<file path="config.mk">
export PLATFORM = sky130hd
export DESIGN_NAME = terminal_key_sequence_decoder
export DESIGN_NICKNAME = d
export VERILOG_FILES = /design/src/rtl/tksd_pkg.sv /design/src/rtl/terminal_key_sequence_decoder.sv /design/src/rtl/tksd_core.sv /design/src/rtl/tksd_fifo.sv
export VERILOG_INCLUDE_DIRS = /design/src /design/src/rtl
export SDC_FILE = /design/constraint.sdc
export NUM_CORES = 1
export LEC_CHECK = 0
export ABC_AREA = 1
export BUFFER_PORTS_ARGS = -buffer_cell sky130_fd_sc_hd__buf_2
export CAP_MARGIN = 40
export CORE_MARGIN = 2
export CORE_UTILIZATION = 45
export CTS_CLUSTER_SIZE = 40
export DETAILED_ROUTE_END_ITERATION = 10
export GPL_ROUTABILITY_DRIVEN = 1
export PLACE_DENSITY = 0.64
export SETUP_SLACK_MARGIN = 0.02
export SLEW_MARGIN = 5
export SYNTH_ARGS = -nofsm -noshare
export SYNTH_HDL_FRONTEND = slang
export SYNTH_SLANG_ARGS = --single-unit
</file>
<file path="constraint.sdc">
create_clock -name i_clk -period 8.25 [get_ports i_clk]
set_clock_uncertainty 0.15 [all_clocks]
set_input_delay 1.2375 -clock i_clk [delete_from_list [all_inputs] [get_ports i_clk]]
set_output_delay 1.2375 -clock i_clk [all_outputs]
set_load 0.005 [all_outputs]
</file>
<file path="src/rtl/terminal_key_sequence_decoder_macros.svh">
// Assertion macros used by the terminal key sequence decoder top level.
`ifndef TERMINAL_KEY_SEQUENCE_DECODER_MACROS_SVH
`define TERMINAL_KEY_SEQUENCE_DECODER_MACROS_SVH

// Same-cycle implication, checked on every rising clock edge outside reset.
`define TKSD_ASSERT_IMP(name, ante, cons) \
    name: assert property (@(posedge i_clk) disable iff (!i_rst_n) (ante) |-> (cons)) \
        else $error("tksd: same-cycle check failed");

// Next-cycle implication, checked on every rising clock edge outside reset.
`define TKSD_ASSERT_NXT(name, ante, cons) \
    name: assert property (@(posedge i_clk) disable iff (!i_rst_n) (ante) |=> (cons)) \
        else $error("tksd: next-cycle check failed");

`endif

</file>
<file path="src/rtl/tksd_pkg.sv">
// Shared types and constants for the terminal key sequence decoder.
package tksd_pkg;

    localparam int CSI_MAX_PARAMS = 4;
    localparam int CSI_CNT_W      = $clog2(CSI_MAX_PARAMS + 1);
    localparam int CSI_IDX_W      = $clog2(CSI_MAX_PARAMS);

    localparam int BYTE_W = 8;
    localparam int CP_W   = 21;
    localparam int EV_W   = 28;
    localparam int MODE_W = 3;

    localparam logic [MODE_W-1:0] MODE_IDLE = 3'd0;
    localparam logic [MODE_W-1:0] MODE_ESC  = 3'd1;
    localparam logic [MODE_W-1:0] MODE_CSI  = 3'd2;
    localparam logic [MODE_W-1:0] MODE_SS3  = 3'd3;
    localparam logic [MODE_W-1:0] MODE_UTF8 = 3'd4;

    localparam logic [EV_W-1:0] META_FLAG  = 28'h800_0000;
    localparam logic [EV_W-1:0] CTRL_FLAG  = 28'h400_0000;
    localparam logic [EV_W-1:0] SHIFT_FLAG = 28'h200_0000;

    localparam logic [CP_W-1:0] SK_BASE  = 21'h00E000;
    localparam logic [CP_W-1:0] SK_UP    = SK_BASE + 21'd0;
    localparam logic [CP_W-1:0] SK_DOWN  = SK_BASE + 21'd1;
    localparam logic [CP_W-1:0] SK_RIGHT = SK_BASE + 21'd2;
    localparam logic [CP_W-1:0] SK_LEFT  = SK_BASE + 21'd3;
    localparam logic [CP_W-1:0] SK_HOME  = SK_BASE + 21'd4;
    localparam logic [CP_W-1:0] SK_END   = SK_BASE + 21'd5;
    localparam logic [CP_W-1:0] SK_PGUP  = SK_BASE + 21'd6;
    localparam logic [CP_W-1:0] SK_PGDN  = SK_BASE + 21'd7;
    localparam logic [CP_W-1:0] SK_INS   = SK_BASE + 21'd8;
    localparam logic [CP_W-1:0] SK_DEL   = SK_BASE + 21'd9;
    localparam logic [CP_W-1:0] SK_F1    = SK_BASE + 21'd11;

    localparam logic [BYTE_W-1:0] ESC_CHAR  = 8'h1B;
    localparam logic [CP_W-1:0]   PARAM_MAX = 21'h1FFFFF;

    localparam int FIFO_DEPTH = 4;
    localparam int FIFO_PTR_W = $clog2(FIFO_DEPTH);
    localparam int FIFO_CNT_W = $clog2(FIFO_DEPTH + 1);

    // Up to two key events produced by one item, in delivery order.
    typedef struct packed {
        logic            v0;
        logic [EV_W-1:0] ev0;
        logic            v1;
        logic [EV_W-1:0] ev1;
    } t_result;

    typedef struct packed {
        logic [FIFO_CNT_W-1:0] count;
        logic                  room;
    } t_fifo_stat;

endpackage

</file>
<file path="src/rtl/terminal_key_sequence_decoder.sv">
// Top level of the terminal key sequence decoder.
//
// The slave stream carries one item per terminal byte: tdata holds the byte and
// tuser is the timeout flag, which marks that the escape wait has expired (the
// byte is then ignored). The master stream carries key events: a codepoint or a
// special key from 0xE000 with shift, ctrl and meta in bits 25, 26 and 27.
// One item gives zero, one or two events; tlast marks the last event of an item.
// An item is held in an input register, decoded in one pass by short logic that
// updates the escape, CSI, SS3 and UTF-8 state, and its events go into a
// four-entry result queue. The first event is offered once the item has passed
// the input register and its events have been written into the queue. A new item
// is accepted in every cycle while the queue has room for two events, so the
// sustained rate is one item per cycle whenever the receiver takes one event per
// cycle; items that give two events are limited by the single-event output port.
// When the receiver stalls, the queue fills and tready drops; nothing is lost.
// Reset is synchronous and active low: it returns the decoder to idle with no
// pending escape and empties the queue. The CSI parameter store is not cleared;
// only entries written in the current sequence are ever read.
`include "terminal_key_sequence_decoder_macros.svh"

module terminal_key_sequence_decoder (
    input  logic        i_clk,
    input  logic        i_rst_n,
    input  logic        s_axis_tvalid,
    output logic        s_axis_tready,
    input  logic [7:0]  s_axis_tdata,   // [7:0] data_byte
    input  logic        s_axis_tuser,   // [0] timeout
    output logic        m_axis_tvalid,
    input  logic        m_axis_tready,
    output logic [31:0] m_axis_tdata,   // [27:0] key_event, [31:28] zero
    output logic        m_axis_tlast
);
    import tksd_pkg::*;

    logic                  r_in_valid;
    logic [BYTE_W-1:0]     r_in_byte;
    logic                  r_in_timeout;
    logic                  w_fire;
    logic                  w_in_take;
    t_result               w_res;
    t_fifo_stat            w_stat;
    logic [EV_W-1:0]       w_event;
    logic [FIFO_CNT_W-1:0] w_cnt_exp;

    // The held item is decoded once the queue can absorb its worst case.
    assign w_fire        = r_in_valid && w_stat.room;
    assign s_axis_tready = !r_in_valid || w_fire;
    assign w_in_take     = s_axis_tvalid && s_axis_tready;

    always_ff @(posedge i_clk) begin
        if (!i_rst_n) begin
            r_in_valid <= 1'b0;
        end else if (w_in_take) begin
            r_in_valid <= 1'b1;
        end else if (w_fire) begin
            r_in_valid <= 1'b0;
        end
    end

    always_ff @(posedge i_clk) begin
        if (w_in_take) begin
            r_in_byte    <= s_axis_tdata;
            r_in_timeout <= s_axis_tuser;
        end
    end

    tksd_core u_core (
        .i_clk     (i_clk),
        .i_rst_n   (i_rst_n),
        .i_fire    (w_fire),
        .i_byte    (r_in_byte),
        .i_timeout (r_in_timeout),
        .o_res     (w_res)
    );

    tksd_fifo u_fifo (
        .i_clk    (i_clk),
        .i_rst_n  (i_rst_n),
        .i_res    (w_res),
        .o_tvalid (m_axis_tvalid),
        .i_tready (m_axis_tready),
        .o_event  (w_event),
        .o_last   (m_axis_tlast),
        .o_stat   (w_stat)
    );

    assign m_axis_tdata = {4'b0, w_event};

    // Queue occupancy expected after this cycle's pushes and pop.
    assign w_cnt_exp = w_stat.count + FIFO_CNT_W'(w_res.v0) + FIFO_CNT_W'(w_res.v1)
                     - FIFO_CNT_W'(m_axis_tvalid && m_axis_tready);

    `TKSD_ASSERT_IMP(a_res_only_on_fire, w_res.v0 || w_res.v1, w_fire)
    `TKSD_ASSERT_IMP(a_timeout_single, w_fire && r_in_timeout, !(w_res.v0 && w_res.v1))
    `TKSD_ASSERT_IMP(a_valid_matches_count, 1'b1, m_axis_tvalid == (w_stat.count != '0))
    `TKSD_ASSERT_NXT(a_count_tracks, i_rst_n, w_stat.count == $past(w_cnt_exp))

endmodule

</file>
<file path="src/rtl/tksd_core.sv">
// Decode state and single-pass key sequence decode logic.
module tksd_core (
    input  logic                         i_clk,
    input  logic                         i_rst_n,
    input  logic                         i_fire,
    input  logic [tksd_pkg::BYTE_W-1:0]  i_byte,
    input  logic                         i_timeout,
    output tksd_pkg::t_result            o_res
);
    import tksd_pkg::*;

    localparam logic [BYTE_W-1:0] CH_ZERO  = 8'h30;
    localparam logic [BYTE_W-1:0] CH_NINE  = 8'h39;
    localparam logic [BYTE_W-1:0] CH_SEMI  = 8'h3B;
    localparam logic [BYTE_W-1:0] CH_LBRK  = 8'h5B;
    localparam logic [BYTE_W-1:0] CH_O     = 8'h4F;
    localparam logic [BYTE_W-1:0] CH_A     = 8'h41;
    localparam logic [BYTE_W-1:0] CH_B     = 8'h42;
    localparam logic [BYTE_W-1:0] CH_C     = 8'h43;
    localparam logic [BYTE_W-1:0] CH_D     = 8'h44;
    localparam logic [BYTE_W-1:0] CH_F     = 8'h46;
    localparam logic [BYTE_W-1:0] CH_H     = 8'h48;
    localparam logic [BYTE_W-1:0] CH_P     = 8'h50;
    localparam logic [BYTE_W-1:0] CH_Q     = 8'h51;
    localparam logic [BYTE_W-1:0] CH_R     = 8'h52;
    localparam logic [BYTE_W-1:0] CH_S     = 8'h53;
    localparam logic [BYTE_W-1:0] CH_TILDE = 8'h7E;

    typedef struct packed {
        logic              push;
        logic [EV_W-1:0]   ev;
        logic [MODE_W-1:0] mode;
        logic              meta;
        logic              load;
        logic [CP_W-1:0]   cp;
        logic [1:0]        left;
    } t_begin;

    // A byte that starts a new event, with the given pending meta flag.
    function automatic t_begin begin_byte(input logic [BYTE_W-1:0] b, input logic m);
        t_begin r;
        logic [EV_W-1:0] ev;
        r      = '0;
        r.mode = MODE_IDLE;
        ev     = '0;
        if (b == ESC_CHAR) begin
            r.mode = MODE_ESC;
            r.meta = m;
        end else if (b < 8'h20) begin
            if (b == 8'h09 || b == 8'h0D) ev = {20'b0, b};
            else if (b == 8'h0A)          ev = CTRL_FLAG | 28'h6A;
            else if (b == 8'h00)          ev = CTRL_FLAG | 28'h20;
            else if (b <= 8'h1A)          ev = CTRL_FLAG | {20'b0, b + 8'h60};
            else                          ev = CTRL_FLAG | {20'b0, b + 8'h40};
            r.push = 1'b1;
            r.ev   = ev | (m ? META_FLAG : '0);
        end else if (b <= 8'h7F) begin
            r.push = 1'b1;
            r.ev   = {20'b0, b} | (m ? META_FLAG : '0);
        end else if (b < 8'hC0) begin
            // Stray continuation byte: only a pending escape survives.
            r.push = m;
            r.ev   = {20'b0, ESC_CHAR};
        end else begin
            r.mode = MODE_UTF8;
            r.meta = m;
            r.load = 1'b1;
            if (b[7:5] == 3'b110) begin
                r.cp   = {16'b0, b[4:0]};
                r.left = 2'd1;
            end else if (b[7:4] == 4'b1110) begin
                r.cp   = {17'b0, b[3:0]};
                r.left = 2'd2;
            end else begin
                r.cp   = {18'b0, b[2:0]};
                r.left = 2'd3;
            end
        end
        return r;
    endfunction

    // Closing a sequence: a zero value is swallowed unless an escape is pending.
    function automatic logic [EV_W:0] finish_ev(input logic [EV_W-1:0] ev, input logic m);
        logic [EV_W:0] r;
        if (ev != '0) r = {1'b1, ev | (m ? META_FLAG : '0)};
        else          r = {m, {20'b0, ESC_CHAR}};
        return r;
    endfunction

    function automatic logic [EV_W-1:0] csi_decode(
        input logic [BYTE_W-1:0]    fin,
        input logic [CP_W-1:0]      p0_in,
        input logic [CP_W-1:0]      p1,
        input logic [CP_W-1:0]      p2,
        input logic [CSI_CNT_W-1:0] cnt
    );
        logic [CP_W-1:0] p0;
        logic [CP_W-1:0] m;
        logic [EV_W-1:0] mods;
        logic [CP_W-1:0] base;
        logic            hit;
        logic [EV_W-1:0] r;
        p0   = (cnt >= CSI_CNT_W'(1)) ? p0_in : '0;
        m    = (p1 != '0) ? p1 - 21'd1 : '0;
        mods = '0;
        if (cnt >= CSI_CNT_W'(2))
            mods = (m[0] ? SHIFT_FLAG : '0) | (m[1] ? META_FLAG : '0)
                 | (m[2] ? CTRL_FLAG : '0);
        base = '0;
        hit  = 1'b1;
        r    = '0;
        unique case (fin)
            CH_A: base = SK_UP;
            CH_B: base = SK_DOWN;
            CH_C: base = SK_RIGHT;
            CH_D: base = SK_LEFT;
            CH_H: base = SK_HOME;
            CH_F: base = SK_END;
            CH_TILDE: begin
                if (p0 == 21'd1)                       base = SK_HOME;
                else if (p0 == 21'd2)                  base = SK_INS;
                else if (p0 == 21'd3)                  base = SK_DEL;
                else if (p0 == 21'd4)                  base = SK_END;
                else if (p0 == 21'd5)                  base = SK_PGUP;
                else if (p0 == 21'd6)                  base = SK_PGDN;
                else if (p0 >= 21'd11 && p0 <= 21'd15) base = SK_F1 + p0 - 21'd11;
                else if (p0 >= 21'd17 && p0 <= 21'd21) base = SK_F1 + p0 - 21'd12;
                else if (p0 >= 21'd23 && p0 <= 21'd24) base = SK_F1 + p0 - 21'd13;
                else begin
                    hit = 1'b0;
                    // modifyOtherKeys: the third parameter is the codepoint.
                    if (p0 == 21'd27 && cnt >= CSI_CNT_W'(3)) r = mods | {7'b0, p2};
                end
            end
            default: hit = 1'b0;
        endcase
        if (hit) r = mods | {7'b0, base};
        return r;
    endfunction

    logic [MODE_W-1:0]    r_mode, n_mode;
    logic                 r_meta, n_meta;
    logic [1:0]           r_left, n_left;
    logic [CP_W-1:0]      r_cp, n_cp;
    logic [CP_W-1:0]      r_param [CSI_MAX_PARAMS];
    logic [CSI_CNT_W-1:0] r_pcnt, n_pcnt;
    logic [CP_W-1:0]      r_acc, n_acc;
    logic                 r_seen, n_seen;

    logic                 w_pwr_en;
    logic [CP_W-1:0]      w_pval;
    logic                 w_store_ok;
    logic [CP_W-1:0]      w_peff [3];
    logic [CSI_CNT_W-1:0] w_cnt_eff;
    logic [24:0]          w_digit_sum;
    logic [CP_W-1:0]      w_cp_new;
    logic [1:0]           w_left_new;
    logic [EV_W-1:0]      w_ss3;
    logic                 w_push_a, w_push_b;
    logic [EV_W-1:0]      w_ev_a, w_ev_b;
    t_begin               w_bg;

    always_comb begin
        w_pval     = r_seen ? r_acc : '0;
        w_store_ok = (r_pcnt < CSI_CNT_W'(CSI_MAX_PARAMS));
        w_cnt_eff  = w_store_ok ? r_pcnt + CSI_CNT_W'(1) : r_pcnt;
        for (int i = 0; i < 3; i++) begin
            w_peff[i] = (w_store_ok && r_pcnt == CSI_CNT_W'(i)) ? w_pval : r_param[i];
        end
        w_digit_sum = {1'b0, r_acc, 3'b0} + {3'b0, r_acc, 1'b0} + {21'b0, i_byte[3:0]};
        w_cp_new    = {r_cp[CP_W-7:0], i_byte[5:0]};
        w_left_new  = (r_left != 2'd0) ? r_left - 2'd1 : 2'd0;

        case (i_byte)
            CH_A: w_ss3 = {7'b0, SK_UP};
            CH_B: w_ss3 = {7'b0, SK_DOWN};
            CH_C: w_ss3 = {7'b0, SK_RIGHT};
            CH_D: w_ss3 = {7'b0, SK_LEFT};
            CH_H: w_ss3 = {7'b0, SK_HOME};
            CH_F: w_ss3 = {7'b0, SK_END};
            CH_P, CH_Q, CH_R, CH_S: w_ss3 = {7'b0, SK_F1 + {19'b0, i_byte[1:0]}};
            default: w_ss3 = '0;
        endcase
    end

    always_comb begin
        n_mode   = r_mode;
        n_meta   = r_meta;
        n_left   = r_left;
        n_cp     = r_cp;
        n_pcnt   = r_pcnt;
        n_acc    = r_acc;
        n_seen   = r_seen;
        w_pwr_en = 1'b0;
        w_push_a = 1'b0;
        w_push_b = 1'b0;
        w_ev_a   = '0;
        w_ev_b   = '0;
        w_bg     = begin_byte(i_byte, r_meta);

        if (i_timeout) begin
            if (r_mode == MODE_ESC) begin
                {w_push_a, w_ev_a} = finish_ev({20'b0, ESC_CHAR}, r_meta);
                n_meta = 1'b0;
                n_mode = MODE_IDLE;
            end
        end else begin
            unique case (r_mode)
                MODE_ESC: begin
                    if (i_byte == ESC_CHAR) begin
                        n_meta = 1'b1;
                    end else if (i_byte == CH_LBRK) begin
                        n_mode = MODE_CSI;
                        n_pcnt = '0;
                        n_acc  = '0;
                        n_seen = 1'b0;
                    end else if (i_byte == CH_O) begin
                        n_mode = MODE_SS3;
                    end else begin
                        w_bg     = begin_byte(i_byte, 1'b1);
                        w_push_a = w_bg.push;
                        w_ev_a   = w_bg.ev;
                        n_mode   = w_bg.mode;
                        n_meta   = w_bg.meta;
                        if (w_bg.load) begin
                            n_cp   = w_bg.cp;
                            n_left = w_bg.left;
                        end
                    end
                end
                MODE_CSI: begin
                    if (i_byte >= CH_ZERO && i_byte <= CH_NINE) begin
                        n_acc  = (w_digit_sum > {4'b0, PARAM_MAX}) ? PARAM_MAX
                                                                   : w_digit_sum[CP_W-1:0];
                        n_seen = 1'b1;
                    end else begin
                        w_pwr_en = w_store_ok;
                        n_pcnt   = w_cnt_eff;
                        n_acc    = '0;
                        n_seen   = 1'b0;
                        if (i_byte != CH_SEMI) begin
                            {w_push_a, w_ev_a} = finish_ev(
                                csi_decode(i_byte, w_peff[0], w_peff[1], w_peff[2], w_cnt_eff),
                                r_meta);
                            n_meta = 1'b0;
                            n_mode = MODE_IDLE;
                        end
                    end
                end
                MODE_SS3: begin
                    {w_push_a, w_ev_a} = finish_ev(w_ss3, r_meta);
                    n_meta = 1'b0;
                    n_mode = MODE_IDLE;
                end
                MODE_UTF8: begin
                    if (i_byte[7:6] == 2'b10) begin
                        n_cp   = w_cp_new;
                        n_left = w_left_new;
                        if (w_left_new == 2'd0) begin
                            {w_push_a, w_ev_a} = finish_ev({7'b0, w_cp_new}, r_meta);
                            n_meta = 1'b0;
                            n_mode = MODE_IDLE;
                        end
                    end else begin
                        // Broken sequence: drop the partial, then take the byte afresh.
                        n_left   = 2'd0;
                        w_push_a = r_meta;
                        w_ev_a   = {20'b0, ESC_CHAR};
                        w_bg     = begin_byte(i_byte, 1'b0);
                        w_push_b = w_bg.push;
                        w_ev_b   = w_bg.ev;
                        n_mode   = w_bg.mode;
                        n_meta   = w_bg.meta;
                        if (w_bg.load) begin
                            n_cp   = w_bg.cp;
                            n_left = w_bg.left;
                        end
                    end
                end
                default: begin
                    w_push_a = w_bg.push;
                    w_ev_a   = w_bg.ev;
                    n_mode   = w_bg.mode;
                    n_meta   = w_bg.meta;
                    if (w_bg.load) begin
                        n_cp   = w_bg.cp;
                        n_left = w_bg.left;
                    end
                end
            endcase
        end
    end

    assign o_res.v0  = i_fire && w_push_a;
    assign o_res.ev0 = w_ev_a;
    assign o_res.v1  = i_fire && w_push_b;
    assign o_res.ev1 = w_ev_b;

    always_ff @(posedge i_clk) begin
        if (!i_rst_n) begin
            r_mode <= MODE_IDLE;
            r_meta <= 1'b0;
            r_left <= 2'd0;
            r_cp   <= '0;
            r_pcnt <= '0;
            r_acc  <= '0;
            r_seen <= 1'b0;
        end else if (i_fire) begin
            r_mode <= n_mode;
            r_meta <= n_meta;
            r_left <= n_left;
            r_cp   <= n_cp;
            r_pcnt <= n_pcnt;
            r_acc  <= n_acc;
            r_seen <= n_seen;
        end
    end

    always_ff @(posedge i_clk) begin
        if (i_fire && w_pwr_en) begin
            r_param[r_pcnt[CSI_IDX_W-1:0]] <= w_pval;
        end
    end

endmodule

</file>
<file path="src/rtl/tksd_fifo.sv">
// Result queue that takes up to two key events per cycle and delivers one whenever the receiver is ready.
module tksd_fifo (
    input  logic                        i_clk,
    input  logic                        i_rst_n,
    input  tksd_pkg::t_result           i_res,
    output logic                        o_tvalid,
    input  logic                        i_tready,
    output logic [tksd_pkg::EV_W-1:0]   o_event,
    output logic                        o_last,
    output tksd_pkg::t_fifo_stat        o_stat
);
    import tksd_pkg::*;

    logic [EV_W-1:0]       r_ev   [FIFO_DEPTH];
    logic                  r_last [FIFO_DEPTH];
    logic [FIFO_PTR_W-1:0] r_wr, n_wr;
    logic [FIFO_PTR_W-1:0] r_rd, n_rd;
    logic [FIFO_CNT_W-1:0] r_count, n_count;
    logic [FIFO_PTR_W-1:0] w_wr1;
    logic                  w_pop;

    assign w_pop = (r_count != '0) && i_tready;
    assign w_wr1 = r_wr + FIFO_PTR_W'(i_res.v0);

    always_comb begin
        n_wr    = r_wr + FIFO_PTR_W'(i_res.v0) + FIFO_PTR_W'(i_res.v1);
        n_rd    = r_rd + FIFO_PTR_W'(w_pop);
        n_count = r_count + FIFO_CNT_W'(i_res.v0) + FIFO_CNT_W'(i_res.v1)
                - FIFO_CNT_W'(w_pop);
    end

    always_ff @(posedge i_clk) begin
        if (!i_rst_n) begin
            r_wr    <= '0;
            r_rd    <= '0;
            r_count <= '0;
        end else begin
            r_wr    <= n_wr;
            r_rd    <= n_rd;
            r_count <= n_count;
        end
    end

    always_ff @(posedge i_clk) begin
        if (i_res.v0) begin
            r_ev[r_wr]   <= i_res.ev0;
            r_last[r_wr] <= !i_res.v1;
        end
        if (i_res.v1) begin
            r_ev[w_wr1]   <= i_res.ev1;
            r_last[w_wr1] <= 1'b1;
        end
    end

    assign o_tvalid     = (r_count != '0);
    assign o_event      = r_ev[r_rd];
    assign o_last       = r_last[r_rd];
    assign o_stat.count = r_count;
    assign o_stat.room  = (r_count <= FIFO_CNT_W'(FIFO_DEPTH - 2));

endmodule

</file>
Word-level counts from Yosys, hierarchy flattened. Memory sizes are Yosys's and may differ from the RTL's. A register that Yosys moved wholly into a read port is not among the register bits. Cells that the tools add are included. Widths: inputs -> output; s select.

$add $sub $neg: 18. Magnitude comparators: 18. Eq/ne operators: 49. Muxes and demuxes: 193. Bitwise operators: 11. Reductions and logical operators: 40.

Operator list (count): $mux 28 (49); $mux 21 (22); $mux 29 (13); $pmux 21 s7 (2); $mux 24 (10); $or 28x28->28 (5); $pmux 28 s4 (1); $mux 15 (7); $eq 8x7->1 const B (13); $eq 21x3->1 const B (3); $sub 21x4->21 const B (3); $or 28x21->28 (2); $reduce_bool 28->1 (2); $mux 1 (48); $pmux 15 s3 (1); $eq 21x2->1 const B (2); $ge 21x5->1 const B (2); $le 21x5->1 const B (2); $mux 3 (14); $pmux 21 s2 (1); $reduce_bool 21->1 (2); $or 21x28->28 (1); $or 8x28->28 (1); $mux 27 (1); 70 further kinds (122).

Flip-flop bits (word level): 63. Bits in writable memories: 200. Input port bits: 13. Output and inout port bits: 35. Logic and storage cells: 345. Memories: 3.

Memories: u_fifo.r_ev (depth 4, width 28, read ports 1, clocked after memory_dff 1, wr ports 2, line tksd_fifo.sv:14) `logic [EV_W-1:0] r_ev [FIFO_DEPTH];`; u_core.r_param (depth 4, width 21, read ports 3, clocked after memory_dff 0, wr ports 1, line tksd_core.sv:145) `logic [CP_W-1:0] r_param [CSI_MAX_PARAMS];`; u_fifo.r_last (depth 4, width 1, read ports 1, clocked after memory_dff 1, wr ports 2, line tksd_fifo.sv:15) `logic r_last [FIFO_DEPTH];`.

Logic depth before layout (Yosys ltp). Gate-level depths: netlist (run 1).

Depth after elaboration: 40. Mapped depth: 44. Mapped depth without buffers: 41.

Cells and area by module. A second synthesis (run 1) with hierarchy kept.

Cell total of the unflattened synthesis: 2246. Area, all modules: 16782.3 µm².

Modules (own cells, without submodules): tksd_core (times used 1, cells each 1431, area an instance 9723.1 µm², seq. area each 2812.7 µm²); tksd_fifo (times used 1, cells each 792, area an instance 6696.4 µm², seq. area each 3583.4 µm²); terminal_key_sequence_decoder (times used 1, cells each 23, area an instance 362.8 µm², seq. area each 290.3 µm²).

Worst setup path after synthesis (run 1). Ideal clock, no wire load.

Path kind: reg-to-reg. From: register u_core.r_pcnt[0]. To: memory u_fifo.r_ev[2][0] (enable). Setup time: 334 ps. Data arrival time: 5294 ps. Data required time: 7766 ps. Path slack: 2472 ps. Stages on the path, launching flop included: 39. Path buffers: 3. Period minus slack after synthesis: 5778 ps. Path through: dfxtp_1 -> inv_1 -> ha_1 -> nor2_2 -> nand3_2 -> buf_4 -> nand3_2 -> ha_1 -> nand2_1 -> nand2_1 -> inv_1 -> ha_1 -> inv_1 -> nor2_1 -> nor2_1 -> nand2_1 -> xor2_1 -> nand2_1 -> [... 3 more ...] -> nor2_1 -> nand3_1 -> nor2_1 -> nand4_1 -> nand2_1 -> nand2_1 -> nand2_2 -> nand2_4 -> buf_6 -> nand2_1 -> inv_2 -> ha_1 -> xor2_1 -> inv_1 -> nor3_1 -> inv_1 -> clkbuf_1 -> nand2_1.

RTL lines: from (decl) (line tksd_core.sv:146) `logic [CSI_CNT_W-1:0] r_pcnt, n_pcnt;`; from (signal assigned) (line tksd_core.sv:313) `r_pcnt <= n_pcnt;`; to (decl) (line tksd_fifo.sv:14).

==> metrics.md, run 1 <==
| Metric | Value |
|---|---|
| Clk root buf | `clkbuf_16` |
| I/O Pins | `48` |
| CTS buffer count | `26` |
| Slew HR | `0.368` |
| Clock power share | `0.377` |
| Avg Inst Size Synth | `~7.1 µm²` |
| Arrival time at the worst endpoint | `around 6.9 ns` |
| Top_reg_cell synth | `dfxtp_1` |
| Initial core utilization | `0.454` |
| Logic pwr share | `0.202` |
| Slew at the pin with the worst max-slew slack | `between 0.9 and 1 ns` |
| CP dominant cell by count | `nand2_1` |
| Worst hold stages | `2` |
| Synth unique cells | `between 50 and 60` |
| Seq/Total Area, Yosys | `0.370` |
| Clock Sinks | `226` |
| Max-slew violation count | `0` |
| Finished Cell Area | `between 15000 and 20000 µm²` |
| Via count | `14400` |
| Setup TNS | `0 ns` |
| CTS tree | `done` |
| Hold Slack | `0.311 ns` |
| Pwr/cell area | `around 180 nW/µm²` |
| Nets | `~2200` |
| Final setup vio count | `0` |
| Minimum clock period | `slightly below 7 ns` |
| Die height | `187 µm` |
| Post-DP HPWL | `approximately 34000 µm` |
| Die footprint | `35100 µm²` |
| # hold bufs at CTS | `0` |
| Pwr Total | `between 3 and 4 mW` |
| Global-route usage over all layers | `0.257` |
| Fill count | `around 3400` |
| P_sw | `approximately 0.92 mW` |
| Area fraction of the dominant cell type after synthesis | `0.214` |
| First-pass GRT wire length | `between 70000 and 80000 µm` |
| Fmax | `roughly 150 MHz` |
| GP Congestion | `0.996` |
| Core area | `between 30000 and 40000 µm²` |
| Initial antenna violation count | `0` |
| Tcrit/Tclk final | `0.835` |
| Max VDD drop | `0.160 mV` |
| Crit. End Element | `register` |
| Place WS | `1.49 ns` |
| Setup ws final | `1.36 ns` |
| Post-CTS Setup Bufs | `0` |
| P_int | `approximately 2.1 mW` |
| R2R depth | `38` |
| Die W | `187 µm` |
| Multi-input logic area | `7940 µm²` |
| Crit-path max cell delay | `~0.54 ns` |
| Skew-Pair Late Insertion Delay | `approximately 0.54 ns` |
| Yosys reg bits | `~230` |
| Slowest CP cell | `nor3_1` |
| Initial DRC Count | `about 1500` |
| Area taken by flip-flops and latches | `5610 µm²` |
| Gate Count Post-Synth | `2144` |
| Pre-antenna DRT Iters | `5` |
| Share of layout cells above drive strength 1 | `0.0715` |
| EDFF count, synth | `between 100 and 150` |
| Pin count of the biggest net entering global routing | `53` |
| Antenna-violating nets left | `0` |
| Setup crit start kind | `register` |
| Worst Setup Path Type | `reg2reg` |
| WP depth | `38` |
| Status | `finished, final reports clean` |
| Port bufs | `39` |
| Post-DR vias/cell | `between 5 and 6` |
| Hold Vio Cnt, Final | `0` |
| Switching Fraction | `0.301` |
| Hold Path Class | `reg2reg` |
| Worst-case clock buffer depth | `3` |
| Routed wire length per instance | `17.5 µm` |
| Critical Path RT | `around 8.3 ns` |
| Synth-to-layout area growth | `9.22%` |
| Top delay family on crit path | `simple AND/OR/NAND/NOR gates` |
| Synthesized area | `approximately 15000 µm²` |
| Final WL | `around 46000 µm` |
| Total number of yosys warnings | `0` |
| Worst Path Max Fanout | `16` |
| Congestion Overflow GR | `0` |
| Max Cap Violations | `0` |
| Ys async rst share | `0` |
| Post-CTS sizing | `0` |
| Seq pwr share | `0.421` |
| Placed inst area | `15700 µm²` |
| Worst-path clk slew | `around 0.060 ns` |
| Synth area leader | `edfxtp_1` |
| Cell leakage power | `slightly above 8 nW` |
| Htree depth | `1` |
| RSZ-0062 raised after global routing | `false` |
| Crit path buf inv count | `6` |
| Synth top area cells | `edfxtp_1 (21%), dfxtp_1 (16%), nand2_1 (14%), inv_1 (7.4%), ha_1 (6.2%)` |
| Row count | `67` |
| DRC | `0` |
| # diodes | `0` |
| Vias in the first global route | `between 10000 and 15000` |
power by group through the flow:
stage | sequential (mW) | clock, mW | combinational (mW)
after floorplan | 1.29 | 0 | 0.422
after global placement | 1.31 | 0 | 0.598
after detailed placement | 1.31 | 0 | 0.611
after CTS | 1.28 | 1.17 | 0.614
after global routing | 1.29 | 1.21 | 0.702
final | 1.29 | 1.15 | 0.617
worst reg2reg max path, delay by kind of cell (launching register included):
family        cells  cell delay [ns]
flops             1             0.39
buf+inv           6             1.33
simple gates     29             3.83
xor+xnor          1             0.32
fa+ha+maj         2             0.48
cells in the final DEF (no fill, tap or decap), types with 13 or more instances in the layout:
cell type / instances
o21ai_0: 137
nand2_1: 552
xnor2_1: 13
buf_4: 17
dfxtp_1: 118
buf_2: 40
nor2_1: 199
edfxtp_1: 108
inv_1: 299
clkbuf_16: 26
nand3_1: 119
nor3_1: 28
o21ai_1: 21
a211oi_1: 15
a21oi_1: 128
o22ai_1: 29
xor2_1: 20
ha_1: 75
nand4_1: 67
synth_stat cells (all sizes together), types with 11 or more instances:
cell,count
nor2,209
nor4,11
nand3,129
nand4,70
dfxtp,118
nand2,566
xnor2,13
a21oi,131
buf,38
o22ai,29
inv,309
ha,75
edfxtp,108
o21ai,159
clkbuf,53
a211oi,15
xor2,20
nor3,29
metal layers:
layer	global-route usage	vias up	share of wire
met1	0.369	6757	0.47
met4	0.0572	0	0.018
met2	0.412	519	0.45
met3	0.0356	58	0.066
met5	0	-	0
li1	-	7058	-
path summary, 6_finish.rpt:
check	startpoint	endpoint	slack [ns]
setup / recovery	u_core.r_pcnt[0]$_SDFFE_PN0P_	u_fifo.r_ev[2][1]$_DFFE_PP_	1.36
hold / removal	u_fifo.r_last[1]$_DFF_P_	u_fifo.r_last[1]$_DFF_P_	0.31
setup reg to reg	u_core.r_pcnt[0]$_SDFFE_PN0P_	u_fifo.r_ev[2][1]$_DFFE_PP_	1.36
hold reg to reg	u_fifo.r_last[1]$_DFF_P_	u_fifo.r_last[1]$_DFF_P_	0.31
through the flow:
stage,instances,util
floorplan,2151,-
global route,2617,0.496
detailed placement,2569,0.470
finish,2617,0.496
global placement,2563,0.468
CTS,2617,0.496
flip-flops by register name, indices dropped and copies added (netlist names), 2 cells and up:
name,flops
u_core.r_left,2
u_core.r_pcnt,3
u_fifo.r_ev,96
r_in_byte,8
u_fifo.r_rd,2
u_core.r_cp,15
u_core.r_acc,21
u_fifo.r_wr,2
u_fifo.r_last,4
u_fifo.r_count,3
u_core.r_param,63
u_core.r_mode,3
area by class of cell:
class | instances | area share
clock buffer | 33 | 0.0416
clock inverter | 15 | 0.00961
inverter | 314 | 0.0713
multi-input combinational | 1520 | 0.480
sequential | 226 | 0.339
tap | 448 | 0.0339
timing repair buffer | 61 | 0.0242
kinds of logic after synthesis:
family,Yosys count,synth area share
DFF,226,0.370
AOI/OAI and AO/OA,380,0.141
xor gates and xnor gates,33,0.0191
buffers and inverters,405,0.108
adders and majority gates,79,0.0673
other,1,0.000248
and+or+nand+nor,1020,0.294
Note: power is estimated with default switching activity, not from simulation.
==> run 2, diff against run 1 <==
- clock period: 8.25 -> 6.98 ns (I/O delays scaled with it)
==> metrics.md, run 2 (same netlist as run 1, synthesis figures left out) <==
| Metric | Value |
|---|---|
| Status | `finished, final reports clean` |
| First-pass GRT wire length | `73300 µm (+0.53%)` |
| # diodes | `0 (unchanged)` |
| Pre-antenna DRT Iters | `6 (+1)` |
| P_int | `2.50 mW (+17%)` |
| I/O Pins | `48 (unchanged)` |
| Setup ws final | `0.677 ns (-0.687 ns)` |
| Commonest non-fill, non-tap cell in the layout | `nand2_1` |
| Tcrit/Tclk final | `0.903 (+0.0683)` |
| Fmax | `159 MHz (+9.3%)` |
| Die height | `187 µm (unchanged)` |
| Top layer reached by signal wires | `met4` |
| Worst Setup Path Type | `reg2reg` |
| Initial antenna violation count | `0 (unchanged)` |
| Skew-Pair Late Insertion Delay | `0.56 ns (+0.02 ns)` |
| Nets | `2249 (+0.36%)` |
| GP Congestion | `0.989 (-0.72%)` |
| RSZ-0062 raised after global routing | `false` |
| Worst Path Max Fanout | `17 (+1)` |
| Die footprint | `35100 µm² (unchanged)` |
| Port bufs | `39 (unchanged)` |
| Met2 wire len | `19700 µm (-3.6%)` |
| DRC | `0 (unchanged)` |
| Area taken by flip-flops and latches | `5610 µm² (unchanged)` |
| Die W | `187 µm (unchanged)` |
| Logic pwr share | `0.204 (+0.002)` |
| Global-route usage over all layers | `0.260 (+0.00330)` |
| Max Cap Violations | `0 (unchanged)` |
| Pin count of the biggest net entering global routing | `53 (unchanged)` |
| Worst hold stages | `2 (unchanged)` |
| Place WS | `0.666 ns (-0.828 ns)` |
| Clock power share | `0.377 (about the same)` |
| Hold Path Class | `reg2reg` |
| Clk root buf | `clkbuf_16` |
| Minimum clock period | `6.30 ns (-0.583 ns)` |
| Initial DRC Count | `1497 (+0.13%)` |
| Congestion Overflow GR | `0 (unchanged)` |
| Core area | `33400 µm² (unchanged)` |
| CTS tree | `done` |
| Slew at the pin with the worst max-slew slack | `0.792 ns (-0.152 ns)` |
| Reg-to-reg startpoint | `u_core.r_pcnt[0]$_SDFFE_PN0P_` |
| Met1 Routed Length | `21600 µm (+0.64%)` |
| Seq pwr share | `0.419 (-0.002)` |
| Switching Fraction | `0.309 (+0.00746)` |
| Final setup vio count | `0 (unchanged)` |
| # hold bufs at CTS | `0 (unchanged)` |
| Slew HR | `0.472 (+0.103)` |
| Post-DR vias/cell | `5.50 (about the same)` |
| Clock Sinks | `226 (unchanged)` |
| Critical Path RT | `7.02 ns (-1.26 ns)` |
| Antenna-violating nets left | `0 (unchanged)` |
| R2R Setup Slk | `0.68 ns (-0.69 ns)` |
| Reg2Reg Capture Point | `u_fifo.r_ev[1][7]$_DFFE_PP_` |
| Worst-case clock buffer depth | `3 (unchanged)` |
| CP dominant cell by count | `nand2_1` |
| Vias in the first global route | `13400 (-0.27%)` |
| Crit-path max cell delay | `0.53 ns (about the same)` |
| Crit. End Element | `register` |
| Pwr Total | `3.62 mW (+19%)` |
| Fill count | `3406 (+0.29%)` |
| Max-slew violation count | `0 (unchanged)` |
| Max reg flops | `96 (unchanged)` |
| Arrival time at the worst endpoint | `6.35 ns (-0.56 ns)` |
| R2R depth | `35 (-7.9%)` |
| Placed instance count | `2577 (+0.31%)` |
| Layout Cells excl Fill | `2625 (+0.31%)` |
| Hold Slack | `0.303 ns (-0.00770 ns)` |
| Post-DP HPWL | `34200 µm (+1.8%)` |
| Crit path from | `u_core.r_pcnt[0]$_SDFFE_PN0P_` |
| Initial core utilization | `0.454 (unchanged)` |
| Worst-path clk slew | `0.07 ns (about the same)` |
| Met3 Wirelength | `3660 µm (+21%)` |
| P_sw | `1.12 mW (+21%)` |
| Share of layout cells above drive strength 1 | `0.0785 (+0.00709)` |
| Max VDD drop | `0.200 mV (+25%)` |
| Via count | `14400 (+0.31%)` |
| Biggest register | `u_fifo.r_ev` |
| Setup crit start kind | `register` |
| Setup TNS | `0 ns (unchanged)` |
| Hold Vio Cnt, Final | `0 (unchanged)` |
| Most frequent cells in the layout | `nand2_1 (551), inv_1 (299), nor2_1 (199)` |
| Routed wire length per instance | `17.6 µm (+0.98%)` |
| Final WL | `46300 µm (+1.3%)` |
| CTS buffer count | `26 (unchanged)` |
| Multi-input logic area | `7950 µm² (about the same)` |
| Synth-to-layout area growth | `9.60%` |
| Row count | `67 (unchanged)` |
| HP Start | `u_fifo.r_last[1]$_DFF_P_` |
| Cell leakage power | `8.34 nW (+0.57%)` |
| Worst Hold End | `u_fifo.r_last[1]$_DFF_P_` |
| Pwr/cell area | `218 nW/µm² (+18%)` |
| Htree depth | `1 (unchanged)` |
| Slowest CP cell | `nor3_1` |
==> run 2: cell count changes in the layout (fill, tap and decap cells not counted), sizes merged <==
cell / change
clkbuf: +1
clkinvlp: -1
bufinv: -2
buf: +8
inv: +2
==> run 2: power by group through the flow <==
stage	sequential [mW]	clock [mW]	combinational (mW)
global placement	1.54	0	0.713
CTS	1.52	1.38	0.733
global route	1.53	1.44	0.835
finish	1.52	1.37	0.738
floorplan	1.53	0	0.499
detailed placement	1.54	0	0.728
==> run 2: how the worst max path moves through the flow <==
| stage | to | cells after the start | slack [ns] |
|---|---|---|---|
| after detailed placement | u_fifo.r_ev[3][5]$_DFFE_PP_ | 39 | 0.67 |
| final | u_fifo.r_ev[1][7]$_DFFE_PP_ | 35 | 0.68 |
| after floorplan | u_fifo.r_ev[2][0]$_DFFE_PP_ | 38 | 1.20 |
| after global routing | u_fifo.r_ev[1][7]$_DFFE_PP_ | 36 | 0.13 |
| after CTS | u_fifo.r_ev[3][1]$_DFFE_PP_ | 39 | 0.65 |
| after global placement | u_fifo.r_ev[3][2]$_DFFE_PP_ | 37 | 0.86 |
==> run 2: cell type report <==
class,instances,area share
inverters,314,0.0710
flip-flops and latches,226,0.338
repair buffers,69,0.0264
clock inverters,14,0.00701
multi-input cells,1520,0.479
clock buffers,34,0.0447
well taps,448,0.0338
==> run 2: repair_timing <==
item                       4_1_cts  5_1_grt
setup buffers                    0        0
setup endpoints to repair        0       14
resized for setup                0        2
==> run 2: critical path: cells and delay by family, from the launching register on <==
| kind | cells | cell delay (ns) |
|---|---|---|
| xor+xnor | 1 | 0.15 |
| flops | 1 | 0.35 |
| simple gates | 23 | 3.40 |
| buf+inv | 7 | 0.75 |
| fa+ha+maj | 4 | 1.17 |
==> run 2: per-stage QoR <==
step / util / instance area [µm²]
3_3_place_gp: 0.469 / 15700
4_1_cts: 0.497 / 16600
6_report: 0.497 / 16600
3_5_place_dp: 0.471 / 15700
5_1_grt: 0.497 / 16600
2_1_floorplan: - / 15200
==> run 2: layer usage <==
metal	vias to the layer above	track usage
met5	-	0
met4	0	0.0778
met3	86	0.0415
met2	576	0.397
met1	6687	0.379
li1	7087	-
==> run 3, diff against run 2 <==
- CORE_ASPECT_RATIO: not set -> 0.75
==> metrics.md, run 3 (same netlist as run 1, synthesis figures left out) <==
| Metric | Value |
|---|---|
| I/O Pins | `48 (unchanged)` |
| Htree depth | `1 (unchanged)` |
| Minimum clock period | `6.34 ns (+0.0403 ns)` |
| Core area | `33300 µm² (-0.17%)` |
| First-pass GRT wire length | `73900 µm (+0.79%)` |
| Crit. End Element | `register` |
| Routed wire length per instance | `17.9 µm (+1.8%)` |
| Worst Hold End | `u_fifo.r_last[2]$_DFF_P_` |
| R2R depth | `33 (-5.7%)` |
| Worst Setup Path Type | `reg2reg` |
| DRC | `0 (unchanged)` |
| Reg2Reg Capture Point | `u_fifo.r_ev[2][2]$_DFFE_PP_` |
| Max-slew violation count | `0 (unchanged)` |
| Setup crit start kind | `register` |
| Arrival time at the worst endpoint | `6.42 ns (+0.07 ns)` |
| # hold bufs at CTS | `0 (unchanged)` |
| Critical Path RT | `7.06 ns (+0.04 ns)` |
| Worst-case clock buffer depth | `3 (unchanged)` |
| CTS buffer count | `25 (-3.8%)` |
| Clk root buf | `clkbuf_16` |
| Placed inst area | `15700 µm² (about the same)` |
| Max Cap Violations | `0 (unchanged)` |
| Row count | `58 (-13%)` |
| Finished Cell Area | `16600 µm² (about the same)` |
| Top delay family on crit path | `simple AND/OR/NAND/NOR gates` |
| Max reg flops | `96 (unchanged)` |
| Worst-path clk slew | `0.06 ns (about the same)` |
| Biggest register | `u_fifo.r_ev` |
| Final WL | `47100 µm (+1.8%)` |
| Commonest non-fill, non-tap cell in the layout | `nand2_1` |
| Initial antenna violation count | `0 (unchanged)` |
| Post-DR vias/cell | `5.53 (+0.47%)` |
| Share of layout cells above drive strength 1 | `0.0782 (-0.000352)` |
| Switching Fraction | `0.313 (+0.00498)` |
| Fmax | `158 MHz (-0.63%)` |
| Crit-path max cell delay | `0.60 ns (+0.07 ns)` |
| Global-route usage over all layers | `0.265 (+0.00496)` |
| Tcrit/Tclk final | `0.909 (+0.00577)` |
| CP dominant cell by count | `inv_1` |
| Via count | `14500 (+0.44%)` |
| Fill count | `3323 (-2.4%)` |
| Cell leakage power | `8.31 nW (-0.37%)` |
| Slew at the pin with the worst max-slew slack | `0.871 ns (+0.0793 ns)` |
| Crit path buf inv count | `9 (+2)` |
| Antenna-violating nets left | `0 (unchanged)` |
| Die W | `216 µm (+15%)` |
| Final setup vio count | `0 (unchanged)` |
| Clock Sinks | `226 (unchanged)` |
| Initial core utilization | `0.454 (+0.000750)` |
| Pwr/cell area | `219 nW/µm² (+0.17%)` |
| GP Congestion | `0.994 (+0.57%)` |
| P_int | `2.49 mW (-0.58%)` |
| Status | `finished, final reports clean` |
| Hold Path Class | `reg2reg` |
| Slew HR | `0.415 (-0.0567)` |
| Pwr Total | `3.63 mW (+0.14%)` |
| Pin count of the biggest net entering global routing | `53 (unchanged)` |
| Worst Path Max Fanout | `20 (+3)` |
| Max VDD drop | `0.177 mV (-12%)` |
| HP Start | `u_fifo.r_last[2]$_DFF_P_` |
| RSZ-0062 raised after global routing | `false` |
| Vias in the first global route | `13000 (-3.2%)` |
| Logic pwr share | `0.208 (+0.004)` |
| P_sw | `1.14 mW (+1.8%)` |
| Congestion Overflow GR | `0 (unchanged)` |
| Setup TNS | `0 ns (unchanged)` |
| Reg-to-reg startpoint | `u_core.r_pcnt[0]$_SDFFE_PN0P_` |
| Pre-antenna DRT Iters | `5 (-1)` |
| Slowest CP cell | `o41ai_1` |
| Die height | `163 µm (-13%)` |
| Worst hold stages | `2 (unchanged)` |
| CTS tree | `done` |
| Skew-Pair Late Insertion Delay | `0.55 ns (about the same)` |
| Port bufs | `39 (unchanged)` |
| Most frequent cells in the layout | `nand2_1 (551), inv_1 (298), nor2_1 (199)` |
| # diodes | `0 (unchanged)` |
| Synth-to-layout area growth | `9.56% (about the same)` |
| Nets | `2249 (unchanged)` |
| Initial DRC Count | `1600 (+6.9%)` |
| Seq pwr share | `0.419 (about the same)` |
| R2R Setup Slk | `0.64 ns (-0.04 ns)` |
| Hold Vio Cnt, Final | `0 (unchanged)` |
| Post-DP HPWL | `35600 µm (+3.9%)` |
| Die footprint | `35100 µm² (about the same)` |
| Clock power share | `0.373 (-0.004)` |
-- run 3: changes by cell type in the layout (fill, tap and decap cells not counted), moves of 2 or more --
cell | before | now
buf_4 | 25 | 29
clkbuf_8 | 4 | 0
clkinv_2 | 8 | 4
clkinv_1 | 6 | 9
clkinvlp_4 | 0 | 3
buf_2 | 41 | 39
clkbuf_1 | 3 | 1
-- run 3: layout make-up --
class                   count  area (µm²)  area share
clock buffers              28         679      0.0410
clock inverters            16         143     0.00860
inverters                 314        1180      0.0713
multi-input cells        1520        7970       0.480
flip-flops and latches    226        5610       0.338
well taps                 450         563      0.0339
repair buffers             70         443      0.0267
-- run 3: worst reg2reg max path: cells and delay by family (launching register included) --
family | cells | cell delay [ns]
buf+inv | 9 | 1.40
flops | 1 | 0.42
compound gates | 1 | 0.60
simple gates | 19 | 2.38
fa+ha+maj | 3 | 0.80
xor+xnor | 1 | 0.26
-- run 3: metal layers --
layer | global-route usage | share of wire | up-vias
li1 | - | - | 7073
met3 | 0.0573 | 0.10 | 47
met2 | 0.362 | 0.39 | 592
met1 | 0.423 | 0.50 | 6787
met5 | 0 | 0 | -
met4 | 0.0458 | 0.014 | 0
-- run 3: power groups by stage --
stage	combinational [mW]	clock [mW]	sequential (mW)
after floorplan	0.499	0	1.53
after global placement	0.735	0	1.55
after detailed placement	0.739	0	1.55
after CTS	0.742	1.36	1.52
after global routing	0.842	1.42	1.53
final	0.754	1.35	1.52
-- run 3: worst max-delay path by stage --
stage	start	end	slack, ns	cells past startpoint
finish	u_core.r_pcnt[0]$_SDFFE_PN0P_	u_fifo.r_ev[2][2]$_DFFE_PP_	0.64	33
global route	u_core.r_pcnt[0]$_SDFFE_PN0P_	u_fifo.r_ev[1][1]$_DFFE_PP_	0.03	38
CTS	u_core.r_pcnt[0]$_SDFFE_PN0P_	u_fifo.r_ev[1][1]$_DFFE_PP_	0.45	38
detailed placement	u_core.r_pcnt[0]$_SDFFE_PN0P_	u_fifo.r_ev[1][6]$_DFFE_PP_	0.49	38
global placement	u_core.r_pcnt[0]$_SDFFE_PN0P_	u_fifo.r_ev[0][7]$_DFFE_PP_	0.62	38
floorplan	u_core.r_pcnt[0]$_SDFFE_PN0P_	u_fifo.r_ev[2][0]$_DFFE_PP_	1.20	38
-- run 3: metrics by stage --
step	instances	setup slack (ns)	utilization	hold WS [ns]
final	2624	0.637	0.498	0.309
after global routing	2624	0.0255	0.498	0.349
after CTS	2624	0.453	0.497	0.306
after detailed placement	2580	0.488	0.472	0.290
after global placement	2577	0.622	0.471	0.282
after floorplan	2151	1.20	-	0.274
-- run 3: what timing repair did --
item / in CTS / in global routing
setup endpoints to repair: 0 / 93
setup buffers: 0 / 0
resized for setup: 0 / 6
